File: config.mk
export PLATFORM = sky130hd
export DESIGN_NAME = complete_elliptic_integral_pair
export DESIGN_NICKNAME = d
export VERILOG_FILES = /design/src/hw/rtl/celi_pkg.sv /design/src/hw/rtl/complete_elliptic_integral_pair.sv /design/src/hw/rtl/celi_unit.sv /design/src/hw/rtl/celi_seq.sv
export SDC_FILE = /design/constraint.sdc
export NUM_CORES = 2
export LEC_CHECK = 0
export ABC_AREA = 0
export BUFFER_PORTS_ARGS = -buffer_cell sky130_fd_sc_hd__clkbuf_2
export CAP_MARGIN = 30
export CORE_MARGIN = 3
export CORE_UTILIZATION = 45
export CTS_BUF_LIST = sky130_fd_sc_hd__clkbuf_4 sky130_fd_sc_hd__clkbuf_8 sky130_fd_sc_hd__clkbuf_16
export DETAILED_ROUTE_END_ITERATION = 7
export HOLD_SLACK_MARGIN = 0.05
export PLACE_DENSITY = 0.62
export SKIP_LAST_GASP = 1
export SLEW_MARGIN = 10
export SYNTH_ARGS = -nofsm -noshare
export SYNTH_HDL_FRONTEND = slang
export SYNTH_SLANG_ARGS = --single-unit
File: constraint.sdc
create_clock -name aclk -period 12 [get_ports aclk]
set_clock_uncertainty 0.1 [all_clocks]
set_input_delay 1.2 -clock aclk [delete_from_list [all_inputs] [get_ports aclk]]
set_output_delay 1.2 -clock aclk [all_outputs]
set_load 0.02 [all_outputs]
File: src/hw/rtl/celi_pkg.sv
// Shared constants and types for the complete elliptic integral pair.
package celi_pkg;

    localparam int MAX_STEPS_DEF = 16;
    localparam int FRAC_BITS_DEF = 31;
    localparam logic [63:0] PI_HALF_Q60 = 64'h1921FB54442D1847;

    typedef enum logic [3:0] {
        ST_IDLE,
        ST_INIT,
        ST_CHECK,
        ST_SQ_PREP,
        ST_SQRT,
        ST_DIV,
        ST_SQUARE,
        ST_ACC,
        ST_SAT,
        ST_NEXT,
        ST_OUT
    } seq_state_t;

    typedef enum logic [2:0] {
        T_IDLE,
        T_RUN_K,
        T_START_KP,
        T_RUN_KP,
        T_SEND
    } top_state_t;

    typedef enum logic [1:0] {
        OP_MUL,
        OP_SQRT,
        OP_DIV
    } unit_op_t;

endpackage

File: src/hw/rtl/complete_elliptic_integral_pair.sv
// Top level: complete elliptic integrals K and K' by Landen descent.
//
//  channel | dir | tdata fields (low bit up)                | tuser fields
//  s_      | in  | modulus_k[31:0]                          | -
//  m_      | out | integral_k[31:0], integral_kp[31:0]      | k_infinite, kp_infinite
//
// One word takes up to two descents of up to MAX_STEPS Landen steps; each step
// runs five operations (multiply, square root, divide, multiply, multiply)
// through one shared bit-serial unit. The unit is the limit. s_axis_tready is
// low while a word is in work or a result waits on m_axis_tready. Reset clears
// control only.
module complete_elliptic_integral_pair
    import celi_pkg::*;
#(
    parameter int MAX_STEPS = MAX_STEPS_DEF,
    parameter int FRAC_BITS = FRAC_BITS_DEF
) (
    input  logic        aclk,
    input  logic        aresetn,
    input  logic        s_axis_tvalid,
    output logic        s_axis_tready,
    input  logic [31:0] s_axis_tdata,   // modulus_k
    output logic        m_axis_tvalid,
    input  logic        m_axis_tready,
    output logic [63:0] m_axis_tdata,   // integral_k, integral_kp
    output logic [1:0]  m_axis_tuser    // k_infinite, kp_infinite
);

    localparam logic [63:0] ONE_F = 64'd1 << FRAC_BITS;

    top_state_t   state_reg, state_next;
    logic [63:0]  k_reg, k_next;
    logic [31:0]  ik_reg, ik_next, ikp_reg, ikp_next;
    logic [1:0]   flag_reg, flag_next;
    logic         go;
    logic [63:0]  k_start;
    logic         finished;
    logic [63:0]  product, kc_first;
    logic         u_start, u_done;
    unit_op_t     u_op;
    logic [127:0] u_a, u_res;
    logic [63:0]  u_b;
    logic [63:0]  k_conv;

    // move the Q1.31 input to Q.F
    always_comb begin
        if (FRAC_BITS >= 31) k_conv = {32'd0, s_axis_tdata} << (FRAC_BITS - 31);
        else                 k_conv = {32'd0, s_axis_tdata} >> (31 - FRAC_BITS);
    end

    always_ff @(posedge aclk) begin
        if (!aresetn) state_reg <= T_IDLE;
        else          state_reg <= state_next;
        k_reg    <= k_next;
        ik_reg   <= ik_next;
        ikp_reg  <= ikp_next;
        flag_reg <= flag_next;
    end

    always_comb begin
        state_next = state_reg;
        k_next     = k_reg;
        ik_next    = ik_reg;
        ikp_next   = ikp_reg;
        flag_next  = flag_reg;
        go         = 1'b0;
        k_start    = k_reg;
        case (state_reg)
            T_IDLE: if (s_axis_tvalid) begin
                if (s_axis_tdata[31]) begin
                    ik_next    = '1;
                    ikp_next   = PI_HALF_Q60[63:32];
                    flag_next  = 2'b01;
                    state_next = T_SEND;
                end else if (s_axis_tdata == 32'd0) begin
                    ik_next    = PI_HALF_Q60[63:32];
                    ikp_next   = '1;
                    flag_next  = 2'b10;
                    state_next = T_SEND;
                end else begin
                    k_next     = k_conv;
                    k_start    = k_conv;
                    go         = 1'b1;
                    flag_next  = 2'b00;
                    state_next = T_RUN_K;
                end
            end
            T_RUN_K: if (finished) begin
                ik_next = product[63:32];
                // a zero modulus never entered a step: complement is one
                k_next  = (k_reg == 64'd0) ? ONE_F : kc_first;
                state_next = T_START_KP;
            end
            T_START_KP: begin
                if (k_reg >= ONE_F || k_reg == 64'd0) begin
                    ikp_next   = '1;
                    flag_next  = 2'b10;
                    state_next = T_SEND;
                end else begin
                    go         = 1'b1;
                    state_next = T_RUN_KP;
                end
            end
            T_RUN_KP: if (finished) begin
                ikp_next   = product[63:32];
                state_next = T_SEND;
            end
            T_SEND: if (m_axis_tready) state_next = T_IDLE;
            default: state_next = T_IDLE;
        endcase
    end

    assign s_axis_tready = (state_reg == T_IDLE);
    assign m_axis_tvalid = (state_reg == T_SEND);
    assign m_axis_tdata  = {ikp_reg, ik_reg};
    assign m_axis_tuser  = flag_reg;

    celi_seq #(.MAX_STEPS(MAX_STEPS), .FRAC_BITS(FRAC_BITS)) u_seq (
        .aclk, .aresetn, .go, .k_start, .finished, .product, .kc_first,
        .u_start, .u_op, .u_a, .u_b, .u_done, .u_res
    );

    celi_unit u_unit (
        .aclk, .aresetn, .start(u_start), .op(u_op), .arg_a(u_a), .arg_b(u_b),
        .done(u_done), .result(u_res)
    );

endmodule

File: src/hw/rtl/celi_unit.sv
// Shared iterative unit: shift-add multiply, bit-serial square root, restoring divide.
module celi_unit
    import celi_pkg::*;
(
    input  logic         aclk,
    input  logic         aresetn,
    input  logic         start,
    input  unit_op_t     op,
    input  logic [127:0] arg_a,
    input  logic [63:0]  arg_b,
    output logic         done,
    output logic [127:0] result
);

    logic [127:0] acc_reg, acc_next;
    logic [127:0] a_reg, a_next;
    logic [63:0]  b_reg, b_next;
    logic [127:0] rem_reg, rem_next;
    logic [6:0]   cnt_reg, cnt_next;
    logic         busy_reg, busy_next;
    logic         done_reg, done_next;
    unit_op_t     op_reg, op_next;

    logic [129:0] sq_trial;
    logic [128:0] div_rem;

    always_ff @(posedge aclk) begin
        if (!aresetn) begin
            busy_reg <= 1'b0;
            done_reg <= 1'b0;
        end else begin
            busy_reg <= busy_next;
            done_reg <= done_next;
        end
        acc_reg <= acc_next;
        a_reg   <= a_next;
        b_reg   <= b_next;
        rem_reg <= rem_next;
        cnt_reg <= cnt_next;
        op_reg  <= op_next;
    end

    always_comb begin
        acc_next  = acc_reg;
        a_next    = a_reg;
        b_next    = b_reg;
        rem_next  = rem_reg;
        cnt_next  = cnt_reg;
        busy_next = busy_reg;
        op_next   = op_reg;
        done_next = 1'b0;
        sq_trial  = '0;
        div_rem   = '0;
        if (start) begin
            busy_next = 1'b1;
            op_next   = op;
            a_next    = arg_a;
            b_next    = arg_b;
            acc_next  = '0;
            rem_next  = '0;
            cnt_next  = 7'd0;
        end else if (busy_reg) begin
            case (op_reg)
                OP_MUL: begin
                    // one multiplier bit per cycle, LSB first
                    if (b_reg[cnt_reg[5:0]]) begin
                        acc_next = acc_reg + (a_reg << cnt_reg[5:0]);
                    end
                end
                OP_SQRT: begin
                    // two radicand bits per cycle, one root bit
                    sq_trial = {rem_reg, a_reg[127:126]} - {acc_reg[127:0], 2'b01};
                    if (!sq_trial[129]) begin
                        rem_next = sq_trial[127:0];
                        acc_next = {acc_reg[126:0], 1'b1};
                    end else begin
                        rem_next = {rem_reg[125:0], a_reg[127:126]};
                        acc_next = {acc_reg[126:0], 1'b0};
                    end
                    a_next = {a_reg[125:0], 2'b00};
                end
                OP_DIV: begin
                    div_rem = {rem_reg, a_reg[127]} - {65'd0, b_reg};
                    if (!div_rem[128]) begin
                        rem_next = div_rem[127:0];
                        acc_next = {acc_reg[126:0], 1'b1};
                    end else begin
                        rem_next = {rem_reg[126:0], a_reg[127]};
                        acc_next = {acc_reg[126:0], 1'b0};
                    end
                    a_next = {a_reg[126:0], 1'b0};
                end
                default: ;
            endcase
            cnt_next = cnt_reg + 7'd1;
            if ((op_reg == OP_DIV && cnt_reg == 7'd127) ||
                (op_reg != OP_DIV && cnt_reg == 7'd63)) begin
                busy_next = 1'b0;
                done_next = 1'b1;
            end
        end
    end

    assign done   = done_reg;
    assign result = acc_reg;

endmodule

File: src/hw/rtl/celi_seq.sv
// Landen descent sequencer driving the shared unit.
module celi_seq
    import celi_pkg::*;
#(
    parameter int MAX_STEPS = MAX_STEPS_DEF,
    parameter int FRAC_BITS = FRAC_BITS_DEF
) (
    input  logic         aclk,
    input  logic         aresetn,
    input  logic         go,
    input  logic [63:0]  k_start,
    output logic         finished,
    output logic [63:0]  product,
    output logic [63:0]  kc_first,
    output logic         u_start,
    output unit_op_t     u_op,
    output logic [127:0] u_a,
    output logic [63:0]  u_b,
    input  logic         u_done,
    input  logic [127:0] u_res
);

    localparam logic [63:0] ONE_F = 64'd1 << FRAC_BITS;
    localparam int SW = $clog2(MAX_STEPS + 1);

    seq_state_t state_reg, state_next;
    logic [63:0] kn_reg, kn_next;
    logic [63:0] kc_reg, kc_next;
    logic [63:0] acc_reg, acc_next;
    logic [63:0] kc0_reg, kc0_next;
    logic        first_reg, first_next;
    logic [SW-1:0] step_reg, step_next;
    logic        issued_reg, issued_next;
    logic [127:0] mshift;

    always_ff @(posedge aclk) begin
        if (!aresetn) begin
            state_reg  <= ST_IDLE;
            issued_reg <= 1'b0;
        end else begin
            state_reg  <= state_next;
            issued_reg <= issued_next;
        end
        kn_reg    <= kn_next;
        kc_reg    <= kc_next;
        acc_reg   <= acc_next;
        kc0_reg   <= kc0_next;
        first_reg <= first_next;
        step_reg  <= step_next;
    end

    assign mshift = u_res >> FRAC_BITS;

    // next state and data path
    always_comb begin
        state_next  = state_reg;
        kn_next     = kn_reg;
        kc_next     = kc_reg;
        acc_next    = acc_reg;
        kc0_next    = kc0_reg;
        first_next  = first_reg;
        step_next   = step_reg;
        issued_next = issued_reg;
        case (state_reg)
            ST_IDLE: if (go) begin
                kn_next    = k_start;
                acc_next   = PI_HALF_Q60;
                step_next  = '0;
                first_next = 1'b1;
                state_next = ST_CHECK;
            end
            ST_CHECK: begin
                if (kn_reg == 64'd0 || step_reg == SW'(MAX_STEPS)) begin
                    state_next = ST_OUT;
                end else begin
                    state_next  = ST_SQ_PREP;
                    issued_next = 1'b0;
                end
            end
            ST_SQ_PREP: begin
                // (1-k)(1+k), held in the unit for the root
                issued_next = 1'b1;
                if (u_done && issued_reg) begin
                    state_next  = ST_SQRT;
                    issued_next = 1'b0;
                end
            end
            ST_SQRT: begin
                issued_next = 1'b1;
                if (u_done && issued_reg) begin
                    if (first_reg) kc0_next = u_res[63:0];
                    first_next  = 1'b0;
                    kc_next     = u_res[63:0];
                    state_next  = ST_DIV;
                    issued_next = 1'b0;
                end
            end
            ST_DIV: begin
                issued_next = 1'b1;
                if (u_done && issued_reg) begin
                    kc_next     = u_res[63:0];
                    state_next  = ST_SQUARE;
                    issued_next = 1'b0;
                end
            end
            ST_SQUARE: begin
                issued_next = 1'b1;
                if (u_done && issued_reg) begin
                    kn_next     = mshift[63:0];
                    state_next  = ST_ACC;
                    issued_next = 1'b0;
                end
            end
            ST_ACC: begin
                issued_next = 1'b1;
                if (u_done && issued_reg) begin
                    acc_next    = (mshift[127:64] != 64'd0) ? '1 : mshift[63:0];
                    step_next   = step_reg + SW'(1);
                    state_next  = ST_CHECK;
                    issued_next = 1'b0;
                end
            end
            ST_OUT: state_next = ST_IDLE;
            default: state_next = ST_IDLE;
        endcase
    end

    // unit command
    always_comb begin
        u_start = 1'b0;
        u_op    = OP_MUL;
        u_a     = '0;
        u_b     = '0;
        case (state_reg)
            ST_SQ_PREP: begin
                u_start = !issued_reg;
                u_a     = {64'd0, ONE_F - kn_reg};
                u_b     = ONE_F + kn_reg;
            end
            ST_SQRT: begin
                // full-width product still sits in the unit result
                u_start = !issued_reg;
                u_op    = OP_SQRT;
                u_a     = u_res;
            end
            ST_DIV: begin
                u_start = !issued_reg;
                u_op    = OP_DIV;
                u_a     = {64'd0, kn_reg} << FRAC_BITS;
                u_b     = ONE_F + kc_reg;
            end
            ST_SQUARE: begin
                u_start = !issued_reg;
                u_a     = {64'd0, kc_reg};
                u_b     = kc_reg;
            end
            ST_ACC: begin
                u_start = !issued_reg;
                u_a     = {64'd0, acc_reg};
                u_b     = ONE_F + kn_reg;
            end
            default: ;
        endcase
    end

    assign finished = (state_reg == ST_OUT);
    assign product  = acc_reg;
    assign kc_first = kc0_reg;

endmodule
; Yosys cells after proc, flatten, opt, wreduce, memory -nomap -nowiden
; Index checks and enable logic that the tools add are counted.
[word_totals]
regBits = 859
input_bits = 36
out_inout_bits = 68
wordCells = 188
[classes]
addsub = 8
magnitude_cmp = 2
n_eq_ne = 31
shift = 1
muxes = 79
bitwise_logic = 2
n_reduce_logical = 44
[op_table]
columns = op, count
row1 = 2-to-1 mux 64 bit, 11
row2 = 2-to-1 mux 128 bit, 5
row3 = case mux 128 bit (5 select lines), 1
row4 = case mux 128 bit (2 select lines), 2
row5 = case mux 128 bit (3 select lines), 1
row6 = case mux 64 bit (2 select lines), 3
row7 = 2-to-1 mux 32 bit, 8
row8 = case mux 64 bit (3 select lines), 1
row9 = subtractor 130 bit, 1
row10 = subtractor 129 x 64 -> 129 bit, 1
row11 = adder 128 bit, 1
row12 = adder 32 x 64 -> 64 bit (first input constant), 2
row13 = zero test 64 bit, 2
row14 = << shifter 128 x 6 -> 128 bit, 1
row15 = case mux 32 bit (3 select lines), 1
row16 = >= comparator 64 x 32 -> 1 bit (second input constant), 1
row17 = case mux 32 bit (2 select lines), 1
row18 = nonzero test 64 bit, 1
row19 = subtractor 32 x 64 -> 64 bit (first input constant), 1
row20 = zero test 32 bit, 1
row21 = 2-to-1 mux 4 bit, 7
row22 = case mux 4 bit (7 select lines), 1
row23 = 2-to-1 mux 3 bit, 7
row24 = AND reduction 3 bit, 6
row25 = other kinds (41), 100

; Longest topological paths before layout
[logic_depth]
ltp_word = 7
ltp_mapped = 29
ltp_nobuf = 24

; By module
; From an unflattened synthesis, not the netlist that was laid out.
[hier_totals]
cells_unflattened = 9162
area_unflattened_um2 = 75289.7
[modules_own_cells]
columns = module, n_inst, cells_each, area_each_um2
row1 = celi_unit, 1, 7132, 52908.2
row2 = celi_seq, 1, 1558, 15882.7
row3 = complete_elliptic_integral_pair, 1, 472, 6498.7

; Least setup slack after synthesis
; OpenSTA, ideal clock, no wires.
[synth_path]
path_kind = input-to-reg
start = input s_axis_tdata[28]
end = register u_seq.kn_reg[0] (enable)
arrival_time_ps = 6542
required_time_ps = 11335
path_slack_ps = 4794
cell_stages = 11
cell_sequence = nor4_1 nand4_1 nor2_1 nor2_1 nand2_1 nor2_1 o21ai_0 nand2b_1 nor2_1 a31oi_1 nor3_1
[synth_between]
elab_chain_cells = 7
[synth_rtl]
columns = element, line_no
row1 = start: declaration, complete_elliptic_integral_pair.sv:22  ; input logic [31:0] s_axis_tdata,
row2 = zero test 32 bit, complete_elliptic_integral_pair.sv:75  ; end else if (s_axis_tdata == 32'd0) begin
row3 = 2-to-1 mux 1 bit, complete_elliptic_integral_pair.sv:75
row4 = 2-to-1 mux 1 bit, complete_elliptic_integral_pair.sv:70  ; if (s_axis_tdata[31]) begin
row5 = 2-to-1 mux 1 bit, complete_elliptic_integral_pair.sv:69  ; T_IDLE: if (s_axis_tvalid) begin
row6 = case mux 1 bit (2 select lines), complete_elliptic_integral_pair.sv:68  ; case (state_reg)
row7 = inequality test 2 bit (no source line), -
row8 = AND reduction 3 bit (no source line), -
row9 = end signal: assignment, celi_seq.sv:44  ; kn_reg <= kn_next;
row10 = end: declaration, celi_seq.sv:27  ; logic [63:0] kn_reg, kn_next;
; No other way between the ends.
; A chain may end at the register's enable or synchronous reset.

; Final worst setup path
[layout_path]
start = register u_unit.cnt_reg[1]
end = register u_unit.acc_reg[125] (netlist: u_unit.result[125])
[layout_between]
elab_chain_cells = 4
elab_cells_between_ends = 8
[layout_rtl]
columns = element, line_no
row1 = start: declaration, celi_unit.sv:19  ; logic [6:0] cnt_reg, cnt_next;
row2 = start signal: assignment, celi_unit.sv:39  ; cnt_reg <= cnt_next;
row3 = << shifter 128 x 6 -> 128 bit / binary-select mux 1 bit (select 6 bit) (equally long branches), "celi_unit.sv:67, celi_unit.sv:66"
row4 = adder 128 bit / 2-to-1 mux 1 bit (equally long branches), "celi_unit.sv:67, celi_unit.sv:66"
row5 = 2-to-1 mux 128 bit / inequality test 2 x 1 -> 1 bit (equally long branches), -
row6 = case mux 128 bit (3 select lines) / AND reduction 3 bit (equally long branches), -
row7 = end signal: assignment, celi_unit.sv:35  ; acc_reg <= acc_next;
row8 = end: declaration, celi_unit.sv:15  ; logic [127:0] acc_reg, acc_next;
; Several ways; a longest one is shown, not always the timed one. The select of a mux whose other input is x is not followed.

==> flow_metrics.env <==
export IMPL_status="complete, no violations"
export IMPL_grt_remaining_overflow=0
export IMPL_clock_sinks=859
export IMPL_slowest_delay_ns=0.97
export IMPL_cp_required_ns=12.49
export IMPL_synth_area_leader_cell="edfxtp_1"
export IMPL_hold_viol_final=0
export IMPL_antenna_found_initial=36
export IMPL_drt_wl_total_um=364000
export IMPL_reg2reg_slack_ns=3.63
export IMPL_floorplan_initialDensity_pct=45.6
export IMPL_hold_path_startpoint="u_seq.kc_first[30]"
export IMPL_drc=0
export IMPL_utilization_pct=49.5
export IMPL_die_w_um=410
export IMPL_final_antenna_net_count=0
export IMPL_clockBufferDepth=3
export IMPL_grt_pass1_vias=68421
export IMPL_yosysWarnings=0
export IMPL_setup_worst_path_end_class="flip-flop"
export IMPL_hpwl_um=282000
export IMPL_grt_total_usage_pct=41.7
export IMPL_syn_area_um2=73600
export IMPL_synthCells=8926
export IMPL_cts_setup_buffers=0
export IMPL_synth_edf_count=586
export IMPL_grt_pass1_wl_um=512000
export IMPL_final_net_count=8999
export IMPL_worst_pin_slew_ns=1.08
export IMPL_synthTopCellsByArea="edfxtp_1 (24%), dfxtp_1 (7.4%), nand2_1 (5.6%)"
export IMPL_ctsHoldBuffers=0
export IMPL_tritoncts="yes"
export IMPL_setup_viol=0
export IMPL_hold_path_depth=2
export IMPL_crit_path_frequent_cell="mux2_2"
export IMPL_cp_max_fo=70
export IMPL_numPortBuffers=103
export IMPL_drive_above_1_share_pct=9.33
export IMPL_setup_tns_ns=0
export IMPL_cts_clk_slew_worst_paths_ns=0.06
export IMPL_min_period_over_period_pct=69.8
export IMPL_ioPinCount=104
export IMPL_num_vias=74800
export IMPL_rows=147
export IMPL_cp_arrival_ns=8.87
export IMPL_fp_dieArea_um2=168000
export IMPL_slowest_stage="dfxtp_4"
export IMPL_rsz0062_at_grt="false"
export IMPL_dr_first_iter_drc_count=10737
export IMPL_reg2reg_to="u_unit.result[125]"
export IMPL_fin_ws_ns=3.63
export IMPL_synth_flop_cell="edfxtp_1"
export IMPL_hold_path_class="flip-flop to flip-flop"
export IMPL_post_place_ws_ns=3.89
export IMPL_drv_cap=0
export IMPL_insertion_delay_ns=0.80
export IMPL_hold_path_endpoint="k_reg[30]"
export IMPL_period_minus_slack_ns=8.37
export IMPL_die_h_um=410
export IMPL_post_synth_top_count_cell="nand2_1"
export IMPL_fmax_mhz=119
export IMPL_postSynth_asyncResetShare_pct=0
export IMPL_relSlewSlack_pct=25.9
export IMPL_cts_root_buffer="clkbuf_16"
export IMPL_syn_area_per_cell_um2=8.25
export IMPL_grt_max_degree=174
export IMPL_regToRegStartpoint="u_unit.cnt_reg[1]"
export IMPL_ys_seq_area_share_pct=31.3
export IMPL_dr_pass1_iters=8
export IMPL_syn_nets=9292
export IMPL_cp_cell_sequence="buf_4 > buf_16 > mux2_2 > nor2_1 > a21oi_1 > mux2_2 > o21ai_0 > mux2i_1 > mux2_2 > ha_1 > nand4_1 > nor3_1 > nand2_1 > a2111oi_1 > clkdlybuf4s18_2 > nor3_1 > o31ai_1 > a31oi_1 > o31ai_1 > xnor2_1 > a21oi_1"
export IMPL_viasPerCell=6.85
export IMPL_holdWs_ns=0.420
export IMPL_drv_slew=0
export IMPL_crit_type="flip-flop to flip-flop"
export IMPL_syn_to_final_growth_pct=8.53
export IMPL_synth_common_cells="nand2_1 (1103), a21oi_1 (818), o21ai_0 (746)"
export IMPL_htreeDepth=3
export IMPL_gp_congestion=1.06
export IMPL_synth_top_area_share_pct=23.9
export IMPL_numCtsBuffers=103
export IMPL_ys_ff_latch=859
export IMPL_core_area_um2=161000
export IMPL_wl_per_cell_um=33.4
export IMPL_cp_start_kind="flip-flop"
export IMPL_r2r_cells=21
export IMPL_cts_resized=0
export IMPL_synth_distinct_cells=99
[per-stage QoR]
step                instances  cell area, um^2
floorplan                8926            73600
global placement        10651            75700
detailed placement      10673            75900
CTS                     10865            79500
global route            10882            79800
finish                  10912            79900
[worst max-delay path, delay by kind of cell, from the launching register on]
family	cells	cell delay [ns]
muxes	4	1.47
DFF	1	0.97
xor gates and xnor gates	1	0.15
buffers and inverters	3	1.19
AOI/OAI and AO/OA	7	2.17
and+or+nand+nor	5	1.50
adders and majority gates	1	0.50
[placed cells by master, fill, tap and decap left out, types with 80 or more instances in the layout]
cell type     n
a211oi_1    108
a21o_1      177
a21oi_1     816
a221oi_1    108
a22oi_1      89
a31oi_1     121
buf_4       172
clkbuf_16   103
clkbuf_2    106
dfxtp_1     265
edfxtp_1    586
ha_1        326
inv_1       338
mux2i_1     352
mux4_2      164
nand2_1    1100
nand3_1     230
nand4_1     199
nor2_1      700
nor3_1      121
nor4_1       80
o211ai_1    136
o21ai_0     745
o21bai_1     92
xnor2_1     282
xor2_1      164
[how the worst max path moves through the flow]
| stage | cells past startpoint | endpoint | start | slack [ns] |
|---|---|---|---|---|
| CTS | 24 | u_unit.result[125] | u_unit.cnt_reg[0] | 3.81 |
| floorplan | 11 | u_seq.kn_reg[0] | s_axis_tdata[28] | 4.79 |
| global route | 21 | u_unit.result[125] | u_unit.cnt_reg[1] | 3.30 |
| finish | 21 | u_unit.result[125] | u_unit.cnt_reg[1] | 3.63 |
| global placement | 19 | u_unit.result[125] | u_unit.cnt_reg[1] | 2.77 |
| detailed placement | 24 | u_unit.result[125] | u_unit.cnt_reg[0] | 3.89 |
[final cells by class]
cell class | count | area (um^2)
Antenna cell | 32 | 80.1
Clock buffer | 120 | 2720
Clock inverter | 72 | 902
Fill cell | 15881 | 81600
Inverter | 346 | 1310
Multi-Input combinational cell | 7014 | 46800
Sequential cell | 859 | 23100
Tap cell | 2160 | 2700
Timing Repair Buffer | 309 | 2310
[cells by family (layout without fill, tap and decap cells)]
family                   Yosys count  in the layout  share of synthesized area [%]
AO/OA/AOI/OAI                   2910           2910                           24.8
XOR/XNOR                         446            446                           5.31
adder cells (fa/ha/maj)          330            330                           5.63
buffers and inverters           1053            847                           5.46
flip-flops                       859            859                           31.3
multiplexers                     532            532                           10.0
other                              0             32                              0
AND/OR/NAND/NOR                 2796           2796                           17.4
[per-layer routing]
| metal | global-route usage, % | vias up | wire [um] |
|---|---|---|---|
| li1 | - | 32716 | - |
| met3 | 10.4 | 812 | 38600 |
| met4 | 29.3 | 22 | 30400 |
| met1 | 53.3 | 36517 | 140000 |
| met2 | 61.4 | 4733 | 154000 |
| met5 | 0 | - | 152 |
Power is left out: the tool's default activity adds up to more than one toggle a clock period on the data nets, which glitch-free logic cannot reach.
